--- src/hdl/mfs_pkg.sv ---
// Shared constants, codes and helpers for the multilevel feedback scheduler.
// No dependencies; used by the top level, the checker and the testbench.
package mfs_pkg;

  // field widths
  localparam int ID_W      = 4;
  localparam int LVL_W     = 4;
  localparam int TIME_W    = 16;
  localparam int WORK_W    = 16;
  localparam int CNT_W     = 5;
  localparam int PTR_W     = 4;
  localparam int LVCFG_W   = 5;
  localparam int CFG_IDX_W = 1;
  localparam int CFG_DATA_W = 5;

  // sizing
  localparam int FIFO_DEPTH = 16;
  localparam int ID_SLOTS   = 16;
  localparam int MAX_PROCS  = 16;
  localparam int LEVELS_DEF = 16;

  // reset value of the level count register
  localparam logic [LVCFG_W-1:0] LEVELS_IN_USE_RST = 5'd16;

  // request kinds
  localparam logic REQ_ARRIVAL = 1'b0;
  localparam logic REQ_TICK    = 1'b1;

  // register indexes
  localparam logic [CFG_IDX_W-1:0] CFG_QUANTUM_MODE  = 1'b0;
  localparam logic [CFG_IDX_W-1:0] CFG_LEVELS_IN_USE = 1'b1;

  typedef logic [ID_W-1:0]   id_t;
  typedef logic [LVL_W-1:0]  lvl_t;
  typedef logic [WORK_W-1:0] work_t;
  typedef logic [CNT_W-1:0]  cnt_t;
  typedef logic [PTR_W-1:0]  ptr_t;

  // quantum length of a level: one tick, or 2^level in doubling mode
  function automatic logic [TIME_W-1:0] quantum_len(input logic mode, input lvl_t lvl);
    logic [TIME_W-1:0] one;
    one = TIME_W'(1);
    return mode ? (one << lvl) : one;
  endfunction

endpackage

--- src/hdl/mfs_ram.sv ---
// Generic single write port, single read port RAM with registered read data.
// No dependencies; holds the level queue entries of the scheduler.
module mfs_ram #(
  parameter int WIDTH = 4,
  parameter int DEPTH = 256
) (
  input  logic                     clk_i,
  input  logic                     we_i,
  input  logic [$clog2(DEPTH)-1:0] waddr_i,
  input  logic [WIDTH-1:0]         wdata_i,
  input  logic [$clog2(DEPTH)-1:0] raddr_i,
  output logic [WIDTH-1:0]         rdata_o
);

  logic [WIDTH-1:0] mem_q [DEPTH];

  // write port
  always_ff @(posedge clk_i) begin
    if (we_i) begin
      mem_q[waddr_i] <= wdata_i;
    end
  end

  // registered read, old data on a same-address write
  always_ff @(posedge clk_i) begin
    rdata_o <= mem_q[raddr_i];
  end

endmodule

--- src/hdl/multilevel_feedback_scheduler_top.sv ---
// Multilevel feedback queue scheduler top level. Uses mfs_pkg and mfs_ram.
// A tick word that is accepted loads its result word into the output
// register; an arrival word makes no result.
// Throughput: one word per cycle while the output register is not stalled,
// set by the queue update and level priority encode; the next-head RAM read is hidden.
// Reset: asynchronous, active low; clears queues, work counts and control.
module multilevel_feedback_scheduler_top #(
  parameter int LEVELS = mfs_pkg::LEVELS_DEF
) (
  input  logic                            clk_i,
  input  logic                            rst_ni,
  input  logic                            cfg_we_i,
  input  logic [mfs_pkg::CFG_IDX_W-1:0]   cfg_index_i,
  input  logic [mfs_pkg::CFG_DATA_W-1:0]  cfg_data_i,
  input  logic                            in_valid_i,
  output logic                            in_ready_o,
  input  logic                            req_type_i,
  input  logic [mfs_pkg::ID_W-1:0]        proc_id_i,
  input  logic [mfs_pkg::WORK_W-1:0]      service_time_i,
  output logic                            out_valid_o,
  input  logic                            out_ready_i,
  output logic                            ran_valid_o,
  output logic [mfs_pkg::ID_W-1:0]        ran_id_o,
  output logic [mfs_pkg::LVL_W-1:0]       ran_level_o,
  output logic                            done_res_o,
  output logic [mfs_pkg::TIME_W-1:0]      tick_time_o
);

  localparam int RAM_DEPTH = LEVELS * mfs_pkg::FIFO_DEPTH;
  localparam int ADDR_W    = $clog2(RAM_DEPTH);

  // configuration
  logic                         quantum_mode_q;
  logic [mfs_pkg::LVCFG_W-1:0]  levels_in_use_q;

  // per-level queue control and cached front entry
  mfs_pkg::ptr_t head_q  [LEVELS];
  mfs_pkg::ptr_t tail_q  [LEVELS];
  mfs_pkg::cnt_t count_q [LEVELS];
  mfs_pkg::id_t  front_q [LEVELS];
  mfs_pkg::ptr_t head_d  [LEVELS];
  mfs_pkg::ptr_t tail_d  [LEVELS];
  mfs_pkg::cnt_t count_d [LEVELS];
  mfs_pkg::id_t  front_d [LEVELS];
  mfs_pkg::id_t  front_eff [LEVELS];

  // per-id work left
  mfs_pkg::work_t work_q [mfs_pkg::ID_SLOTS];
  mfs_pkg::work_t work_d [mfs_pkg::ID_SLOTS];
  logic [mfs_pkg::ID_SLOTS-1:0] id_busy;

  // current run
  mfs_pkg::id_t               cur_id_q, cur_id_d;
  mfs_pkg::lvl_t              cur_lvl_q, cur_lvl_d;
  logic [mfs_pkg::TIME_W-1:0] slice_q, slice_d;
  logic                       cur_active_q, cur_active_d;
  logic                       settle_q, settle_d;
  logic [mfs_pkg::TIME_W-1:0] slot_q, slot_d;

  // outstanding head refill from the RAM
  logic          refill_q, refill_d;
  mfs_pkg::lvl_t refill_lvl_q;

  // output register
  logic                       out_valid_q, out_valid_d;
  logic                       res_valid_q;
  mfs_pkg::id_t               res_id_q;
  mfs_pkg::lvl_t              res_lvl_q;
  logic                       res_done_q;
  logic [mfs_pkg::TIME_W-1:0] res_time_q;

  // item decode
  logic in_fire, tick_fire, arr_fire, arr_ok;

  // push side
  logic                        any_work;
  logic [mfs_pkg::LVCFG_W-1:0] lv_clamp, cap5, nxt5;
  mfs_pkg::lvl_t               settle_lvl, push_lvl;
  mfs_pkg::id_t                push_id;
  logic                        push_en;
  logic [LEVELS-1:0]           push_hit, pop_hit, nonempty_mid, refill_lane;
  mfs_pkg::cnt_t               cnt_mid [LEVELS];
  mfs_pkg::cnt_t               cnt_after [LEVELS];

  // pick and serve
  logic                       run_keep, need_pick, pick_found, srv_active, srv_done;
  mfs_pkg::lvl_t              pick_lvl, srv_lvl;
  mfs_pkg::id_t               pick_id, srv_id;
  logic [mfs_pkg::TIME_W-1:0] srv_slice, slice_next;
  mfs_pkg::work_t             srv_work, work_next;

  // RAM ports
  logic                 ram_we;
  logic [ADDR_W-1:0]    ram_waddr, ram_raddr;
  mfs_pkg::id_t         ram_rdata;
  mfs_pkg::ptr_t        rd_slot;

  // handshake: output register frees when its word leaves
  assign in_ready_o = ~out_valid_q | out_ready_i;
  assign in_fire    = in_valid_i & in_ready_o;
  assign tick_fire  = in_fire & (req_type_i == mfs_pkg::REQ_TICK);
  assign arr_fire   = in_fire & (req_type_i == mfs_pkg::REQ_ARRIVAL);

  // id activity flags
  always_comb begin
    for (int i = 0; i < mfs_pkg::ID_SLOTS; i++) begin
      id_busy[i] = (work_q[i] != '0);
    end
  end

  assign arr_ok = (service_time_i != '0) && (int'(proc_id_i) < mfs_pkg::MAX_PROCS)
                  && !id_busy[proc_id_i];

  // settle level: demote one, capped at the last level in use, when work waits
  always_comb begin
    any_work = 1'b0;
    for (int l = 0; l < LEVELS; l++) begin
      any_work = any_work | (count_q[l] != '0);
    end
    if (levels_in_use_q == '0) begin
      lv_clamp = mfs_pkg::LVCFG_W'(1);
    end else if (int'(levels_in_use_q) > LEVELS) begin
      lv_clamp = mfs_pkg::LVCFG_W'(LEVELS);
    end else begin
      lv_clamp = levels_in_use_q;
    end
    cap5 = lv_clamp - mfs_pkg::LVCFG_W'(1);
    nxt5 = {1'b0, cur_lvl_q} + mfs_pkg::LVCFG_W'(1);
    if (nxt5 > cap5) begin
      nxt5 = cap5;
    end
    settle_lvl = any_work ? nxt5[mfs_pkg::LVL_W-1:0] : cur_lvl_q;
  end

  // push request: arrival to level 0 or settle of the expired run
  assign push_en  = (arr_fire & arr_ok) | (tick_fire & settle_q);
  assign push_lvl = tick_fire ? settle_lvl : '0;
  assign push_id  = tick_fire ? cur_id_q : proc_id_i;

  // per-level push hit and occupancy after the push
  always_comb begin
    for (int l = 0; l < LEVELS; l++) begin
      push_hit[l] = push_en && (int'(push_lvl) == l)
                    && (int'(count_q[l]) != mfs_pkg::FIFO_DEPTH);
      cnt_mid[l]      = count_q[l] + mfs_pkg::CNT_W'(push_hit[l]);
      nonempty_mid[l] = (cnt_mid[l] != '0);
    end
  end

  // pick the highest-priority nonempty level when nothing keeps running
  assign run_keep  = cur_active_q & ~settle_q;
  assign need_pick = tick_fire & ~run_keep;

  always_comb begin
    pick_found = 1'b0;
    pick_lvl   = '0;
    for (int l = LEVELS - 1; l >= 0; l--) begin
      if (nonempty_mid[l]) begin
        pick_found = 1'b1;
        pick_lvl   = mfs_pkg::LVL_W'(l);
      end
    end
  end

  // front entry seen this cycle: a fresh push, a landing refill, or the cache
  always_comb begin
    for (int l = 0; l < LEVELS; l++) begin
      if (count_q[l] == '0) begin
        front_eff[l] = push_id;
      end else if (refill_q && (int'(refill_lvl_q) == l)) begin
        front_eff[l] = ram_rdata;
      end else begin
        front_eff[l] = front_q[l];
      end
      pop_hit[l] = need_pick && pick_found && (int'(pick_lvl) == l);
    end
  end

  assign pick_id = front_eff[pick_lvl];

  // serve one unit of the current or newly picked process
  always_comb begin
    srv_active = run_keep | (need_pick & pick_found);
    srv_id     = run_keep ? cur_id_q : pick_id;
    srv_lvl    = run_keep ? cur_lvl_q : pick_lvl;
    srv_slice  = run_keep ? slice_q : mfs_pkg::quantum_len(quantum_mode_q, pick_lvl);
    srv_work   = work_q[srv_id];
    work_next  = (srv_work != '0) ? srv_work - mfs_pkg::WORK_W'(1) : '0;
    slice_next = (srv_slice != '0) ? srv_slice - mfs_pkg::TIME_W'(1) : '0;
    srv_done   = (work_next == '0);
  end

  // run state update
  always_comb begin
    cur_id_d     = cur_id_q;
    cur_lvl_d    = cur_lvl_q;
    slice_d      = slice_q;
    cur_active_d = cur_active_q;
    settle_d     = settle_q;
    slot_d       = slot_q;
    if (tick_fire) begin
      slot_d       = slot_q + mfs_pkg::TIME_W'(1);
      cur_active_d = 1'b0;
      settle_d     = 1'b0;
      if (srv_active) begin
        cur_id_d  = srv_id;
        cur_lvl_d = srv_lvl;
        slice_d   = slice_next;
        if (!srv_done) begin
          if (slice_next == '0) begin
            settle_d = 1'b1;
          end else begin
            cur_active_d = 1'b1;
          end
        end
      end
    end
  end

  // work counters per id
  always_comb begin
    for (int i = 0; i < mfs_pkg::ID_SLOTS; i++) begin
      work_d[i] = work_q[i];
      if (arr_fire && arr_ok && (int'(proc_id_i) == i)) begin
        work_d[i] = service_time_i;
      end
      if (tick_fire && srv_active && (int'(srv_id) == i)) begin
        work_d[i] = work_next;
      end
    end
  end

  // queue pointers, counts and front cache per level
  always_comb begin
    for (int l = 0; l < LEVELS; l++) begin
      head_d[l]      = head_q[l] + mfs_pkg::PTR_W'(pop_hit[l]);
      tail_d[l]      = tail_q[l] + mfs_pkg::PTR_W'(push_hit[l]);
      cnt_after[l]   = cnt_mid[l] - mfs_pkg::CNT_W'(pop_hit[l]);
      count_d[l]     = cnt_after[l];
      front_d[l]     = front_q[l];
      refill_lane[l] = 1'b0;
      if (pop_hit[l]) begin
        if (cnt_after[l] != '0) begin
          // next entry is the one pushed this cycle: take it directly
          if (push_hit[l] && (count_q[l] == mfs_pkg::CNT_W'(1))) begin
            front_d[l] = push_id;
          end else begin
            refill_lane[l] = 1'b1;
          end
        end
      end else begin
        if (refill_q && (int'(refill_lvl_q) == l)) begin
          front_d[l] = ram_rdata;
        end
        if (push_hit[l] && (count_q[l] == '0)) begin
          front_d[l] = push_id;
        end
      end
    end
  end

  assign refill_d = |refill_lane;

  // RAM addressing: write at the push tail, read the slot after the popped head
  assign rd_slot   = head_q[pick_lvl] + mfs_pkg::PTR_W'(1);
  assign ram_we    = |push_hit;
  assign ram_waddr = ADDR_W'({push_lvl, tail_q[push_lvl]});
  assign ram_raddr = ADDR_W'({pick_lvl, rd_slot});

  mfs_ram #(
    .WIDTH(mfs_pkg::ID_W),
    .DEPTH(RAM_DEPTH)
  ) u_queue_ram (
    .clk_i  (clk_i),
    .we_i   (ram_we),
    .waddr_i(ram_waddr),
    .wdata_i(push_id),
    .raddr_i(ram_raddr),
    .rdata_o(ram_rdata)
  );

  // output register valid: load on a tick, drop when taken
  always_comb begin
    out_valid_d = out_valid_q;
    if (tick_fire) begin
      out_valid_d = 1'b1;
    end else if (out_ready_i) begin
      out_valid_d = 1'b0;
    end
  end

  // control state and configuration
  always_ff @(posedge clk_i or negedge rst_ni) begin
    if (!rst_ni) begin
      quantum_mode_q  <= 1'b0;
      levels_in_use_q <= mfs_pkg::LEVELS_IN_USE_RST;
      for (int l = 0; l < LEVELS; l++) begin
        head_q[l]  <= '0;
        tail_q[l]  <= '0;
        count_q[l] <= '0;
      end
      for (int i = 0; i < mfs_pkg::ID_SLOTS; i++) begin
        work_q[i] <= '0;
      end
      cur_id_q     <= '0;
      cur_lvl_q    <= '0;
      slice_q      <= '0;
      cur_active_q <= 1'b0;
      settle_q     <= 1'b0;
      slot_q       <= '0;
      refill_q     <= 1'b0;
      refill_lvl_q <= '0;
      out_valid_q  <= 1'b0;
    end else begin
      if (cfg_we_i) begin
        case (cfg_index_i)
          mfs_pkg::CFG_QUANTUM_MODE:  quantum_mode_q  <= cfg_data_i[0];
          mfs_pkg::CFG_LEVELS_IN_USE: levels_in_use_q <= cfg_data_i;
          default: ;
        endcase
      end
      head_q       <= head_d;
      tail_q       <= tail_d;
      count_q      <= count_d;
      work_q       <= work_d;
      cur_id_q     <= cur_id_d;
      cur_lvl_q    <= cur_lvl_d;
      slice_q      <= slice_d;
      cur_active_q <= cur_active_d;
      settle_q     <= settle_d;
      slot_q       <= slot_d;
      refill_q     <= refill_d;
      refill_lvl_q <= pick_lvl;
      out_valid_q  <= out_valid_d;
    end
  end

  // payload registers: front cache and result word
  always_ff @(posedge clk_i) begin
    front_q <= front_d;
    if (tick_fire) begin
      res_valid_q <= srv_active;
      res_id_q    <= srv_active ? srv_id : '0;
      res_lvl_q   <= srv_active ? srv_lvl : '0;
      res_done_q  <= srv_active & srv_done;
      res_time_q  <= slot_q;
    end
  end

  assign out_valid_o = out_valid_q;
  assign ran_valid_o = res_valid_q;
  assign ran_id_o    = res_id_q;
  assign ran_level_o = res_lvl_q;
  assign done_res_o  = res_done_q;
  assign tick_time_o = res_time_q;

endmodule

--- config.mk ---
export PLATFORM = sky130hd
export DESIGN_NAME = multilevel_feedback_scheduler_top
export DESIGN_NICKNAME = d
export VERILOG_FILES = /design/src/hdl/mfs_pkg.sv /design/src/hdl/mfs_ram.sv /design/src/hdl/multilevel_feedback_scheduler_top.sv
export SDC_FILE = /design/constraint.sdc
export NUM_CORES = 2
export LEC_CHECK = 0
export BUFFER_PORTS_ARGS = -buffer_cell sky130_fd_sc_hd__buf_2
export CAP_MARGIN = 0
export CORE_UTILIZATION = 40
export CTS_CLUSTER_DIAMETER = 30
export DETAILED_ROUTE_END_ITERATION = 6
export GPL_TIMING_DRIVEN = 0
export PLACE_DENSITY = 0.68
export SYNTH_ARGS = -nofsm -noshare
export SYNTH_HDL_FRONTEND = slang
export SYNTH_SLANG_ARGS = --single-unit
--- constraint.sdc ---
create_clock -name clk_i -period 11.75 [get_ports clk_i]
set_input_delay 1.7625 -clock clk_i [delete_from_list [all_inputs] [get_ports clk_i]]
set_output_delay 1.7625 -clock clk_i [all_outputs]
set_load 0.02 [all_outputs]
==> results.sh <==
export IMPL_status="complete, but fails checks"
export IMPL_violations="design-rule violations, max-capacitance violations, max-slew violations"
export IMPL_clockPowerShare=0.305
export IMPL_hold_depth=1
export IMPL_final_area_um2=93100
export IMPL_cts_tree="built"
export IMPL_post_dp_cell_area_um2=79600
export IMPL_regArea_um2=46500
export IMPL_path_buf_inv=13
export IMPL_irDropWorstVdd_uv=561
export IMPL_place_ws_ps=-5740
export IMPL_required_ps=12400
export IMPL_criticalPathCategory="register to register"
export IMPL_synth_edf_count=1114
export IMPL_ys_async_sr_fraction=0.317
export IMPL_ys_warnings_count=0
export IMPL_power_density_nw_per_um2=340
export IMPL_synth_ff_type="edfxtp_1"
export IMPL_io_pins=60
export IMPL_start_kind="register"
export IMPL_postSynthAreaPerCell_um2=13.8
export IMPL_cp_top_family="simple AND/OR/NAND/NOR gates"
export IMPL_synth_most_common_cell="edfxtp_1"
export IMPL_setup_violations=0
export IMPL_fillers=15700
export IMPL_clockBufferDepth=4
export IMPL_worst_path_max_delay_cell="nor3_1"
export IMPL_power_share_sequential=0.233
export IMPL_grt_antenna_before_repair=6
export IMPL_switchingPower_w=0.0133
export IMPL_dp_hpwl_um=169000
export IMPL_combinationalPowerShare=0.462
export IMPL_nNetsFinal=6135
export IMPL_worst_path_largest_cell_delay_ps=990
export IMPL_fin_crit_sh=0.984
export IMPL_max_freq_mhz=86.5
export IMPL_first_global_vias=53200
export IMPL_clock_latency_ps=960
export IMPL_vias_per_cell=6.08
export IMPL_fin_worst_skew_ps=89.0
export IMPL_holdPathEnd="head_q[47]$_DFF_PN0_"
export IMPL_slew_headroom=-0.0434
export IMPL_cts_made_buffers=352
export IMPL_worst_path_max_fanout=10
export IMPL_synth_nets=5669
export IMPL_maxCapViolCount=3
export IMPL_min_path_type="register to register"
export IMPL_die_area_um2=191000
export IMPL_use_met2=0.395
export IMPL_whs_ps=468
export IMPL_synth_area_top_cells="edfxtp_1, dfrtp_1, mux4_2, mux2i_1, nor2_1"
export IMPL_hp_start="head_q[47]$_DFF_PN0_"
export IMPL_synth_area_um2=75700
export IMPL_power_leakage_nw=35.7
export IMPL_r2r_end="done_res_o$_DFFE_PP_"
export IMPL_drt_iter0_drc=7512
export IMPL_gp_congestion=1.03
export IMPL_root_buffer="clkbuf_16"
export IMPL_final_min_clock_period_ps=11560
export IMPL_synth_distinct_cells=100
export IMPL_ys_seq_area_frac=0.614
export IMPL_ctsHoldBuffers=0
export IMPL_tightest_slew_ps=1550
export IMPL_antenna_left=0
export IMPL_synthToLayoutAreaGrowth_pct=23.0
export IMPL_initial_core_util=0.403
export IMPL_reg2reg_from="count_q[48]$_DFF_PN0_"
export IMPL_grt_max_degree=133
export IMPL_finalHoldViolCount=0
export IMPL_p_int_w=0.0184
export IMPL_num_vias=53100
export IMPL_ys_top_cells_by_count="edfxtp_1, dfrtp_1, nor2_1, nand2_1, mux2i_1"
export IMPL_die_h_um=437
export IMPL_drc=16
export IMPL_arrival_ps=12210
export IMPL_grt_pass1_wl_um=364000
export IMPL_rrSetupSlack_ps=190
export IMPL_setup_slack_ps=189
export IMPL_clk_pin_slew_ps=50
export IMPL_clock_sinks=1636
export IMPL_fp_row_count=159
export IMPL_worstRegToRegCells=42
export IMPL_h_tree_depth=5
export IMPL_use_met3=0.0681
export IMPL_top_usage_layer="met2"
export IMPL_drive_gt1_frac=0.224
export IMPL_use_met1=0.337
export IMPL_yosys_register_bits=1636
export IMPL_dr_pass1_iters=7
export IMPL_grt_ovfl_total=0
export IMPL_finalSetupTns_ps=0
export IMPL_crit_path_end_kind="register"
export IMPL_slew_violations=16
export IMPL_drt_total_wl_um=252000
export IMPL_yosysTopAreaCellShare=0.442
export IMPL_path_common_cell="buf_4"
export IMPL_design_core_area_um2=188000
export IMPL_die_w_um=437
export IMPL_multiInputGateArea_um2=28200
export IMPL_grt_util_all_layers=0.260
export IMPL_yosysTopAreaCell="edfxtp_1"
export IMPL_syn_inst=5497
export IMPL_io_buffer_count=42
export IMPL_switching_share=0.418
export IMPL_routedWlPerCell_um=28.9
## per-layer routing
layer	part of all wire	up-vias
met1	0.38	26700
met2	0.45	3365
met4	0.062	2
met3	0.10	832
li1	-	22100
met5	0.000079	-
## stage by stage
step	utilization	instances	total power [W]
floorplan	-	5497	0.0146
finish	0.496	8727	0.0317
global placement	0.421	8034	0.0200
detailed placement	0.424	8056	0.0200
CTS	0.493	8706	0.0309
global route	0.496	8724	0.0322
## placed cells by master (no fill, tap or decap), types with 47 or more instances in the layout
cell          n
edfxtp_1   1114
dfrtp_1     514
nor2_1      452
nand2_1     368
clkbuf_16   358
mux4_2      334
mux2i_1     330
a21oi_1     283
clkbuf_1    193
o21ai_0     174
nand3_1     170
ha_1        138
xnor2_1     116
inv_1       110
a211oi_1    102
a22oi_1      97
nor4_1       93
buf_4        86
xor2_1       76
buf_2        72
clkinv_2     47
## area by class of cell
class	count	area share
multi-input combinational	3378	0.303
timing repair buffer	130	0.0133
clock inverter	202	0.0241
sequential	1636	0.499
clock buffer	418	0.101
antenna	3	0.0000806
buffer	330	0.0198
tap	2495	0.0335
inverter	135	0.00602
## registers in the layout, summed over array words and instances, names as in the netlist, 5 cells and up
| name | cells |
|---|---|
| front_q | 64 |
| tail_q | 64 |
| slice_q | 16 |
| levels_in_use_q | 5 |
| head_q | 64 |
| count_q | 80 |
| u_queue_ram.mem_q | 1024 |
| slot_q | 16 |
| work_q | 256 |
| tick_time_o | 16 |
## worst reg2reg max path, delay by kind of cell (launching register included)
kind,cells,cell delay [ps]
multiplexers,2,590
buffers and inverters,13,2510
adder cells (fa/ha/maj),2,460
AO/OA/AOI/OAI,11,2810
flip-flops,1,430
AND/OR/NAND/NOR,14,4470
## cells by family (layout without fill, tap and decap cells)
| logic type | Yosys count | count (layout) | share of synthesized area |
|---|---|---|---|
| compound gates | 901 | 901 | 0.0751 |
| xor+xnor | 194 | 194 | 0.0225 |
| fa+ha+maj | 140 | 140 | 0.0231 |
| buf+inv | 483 | 1215 | 0.0260 |
| flops | 1636 | 1636 | 0.614 |
| mux | 703 | 703 | 0.149 |
| other cells | 0 | 3 | 0 |
| simple gates | 1440 | 1440 | 0.0902 |
## worst max-delay path by stage
stage                                               from                        endpoint  slack, ps  cells after the start
after CTS                 levels_in_use_q[1]$_DFFE_PN0P_  u_queue_ram.rdata_o[3]$_DFF_P_        -30                     50
after detailed placement                    proc_id_i[0]  u_queue_ram.rdata_o[2]$_DFF_P_      -5740                     40
after global routing      levels_in_use_q[2]$_DFFE_PN0P_            done_res_o$_DFFE_PP_        -50                     52
final                              count_q[48]$_DFF_PN0_            done_res_o$_DFFE_PP_        190                     42
after floorplan                    count_q[58]$_DFF_PN0_  u_queue_ram.rdata_o[2]$_DFF_P_        390                     44
after global placement                       out_ready_i            done_res_o$_DFFE_PP_      -7370                     22
## what timing repair did
| item | 4_1_cts | 5_1_grt |
|---|---|---|
| pin swaps | 36 | 25 |
| setup endpoints to repair | 536 | 310 |
| buffers inserted | 42 | 23 |
| resized for setup | 318 | 115 |
| gates cloned | 0 | 0 |
## power groups by stage
stage                     registers (W)  logic, W  clock network (W)
after floorplan                 0.00726   0.00739                  0
after global placement          0.00754    0.0124                  0
after detailed placement        0.00742    0.0126                  0
after CTS                       0.00733    0.0138            0.00973
after global routing            0.00740    0.0148             0.0100
final                           0.00738    0.0146            0.00968
(Power assumes the default switching activity.)
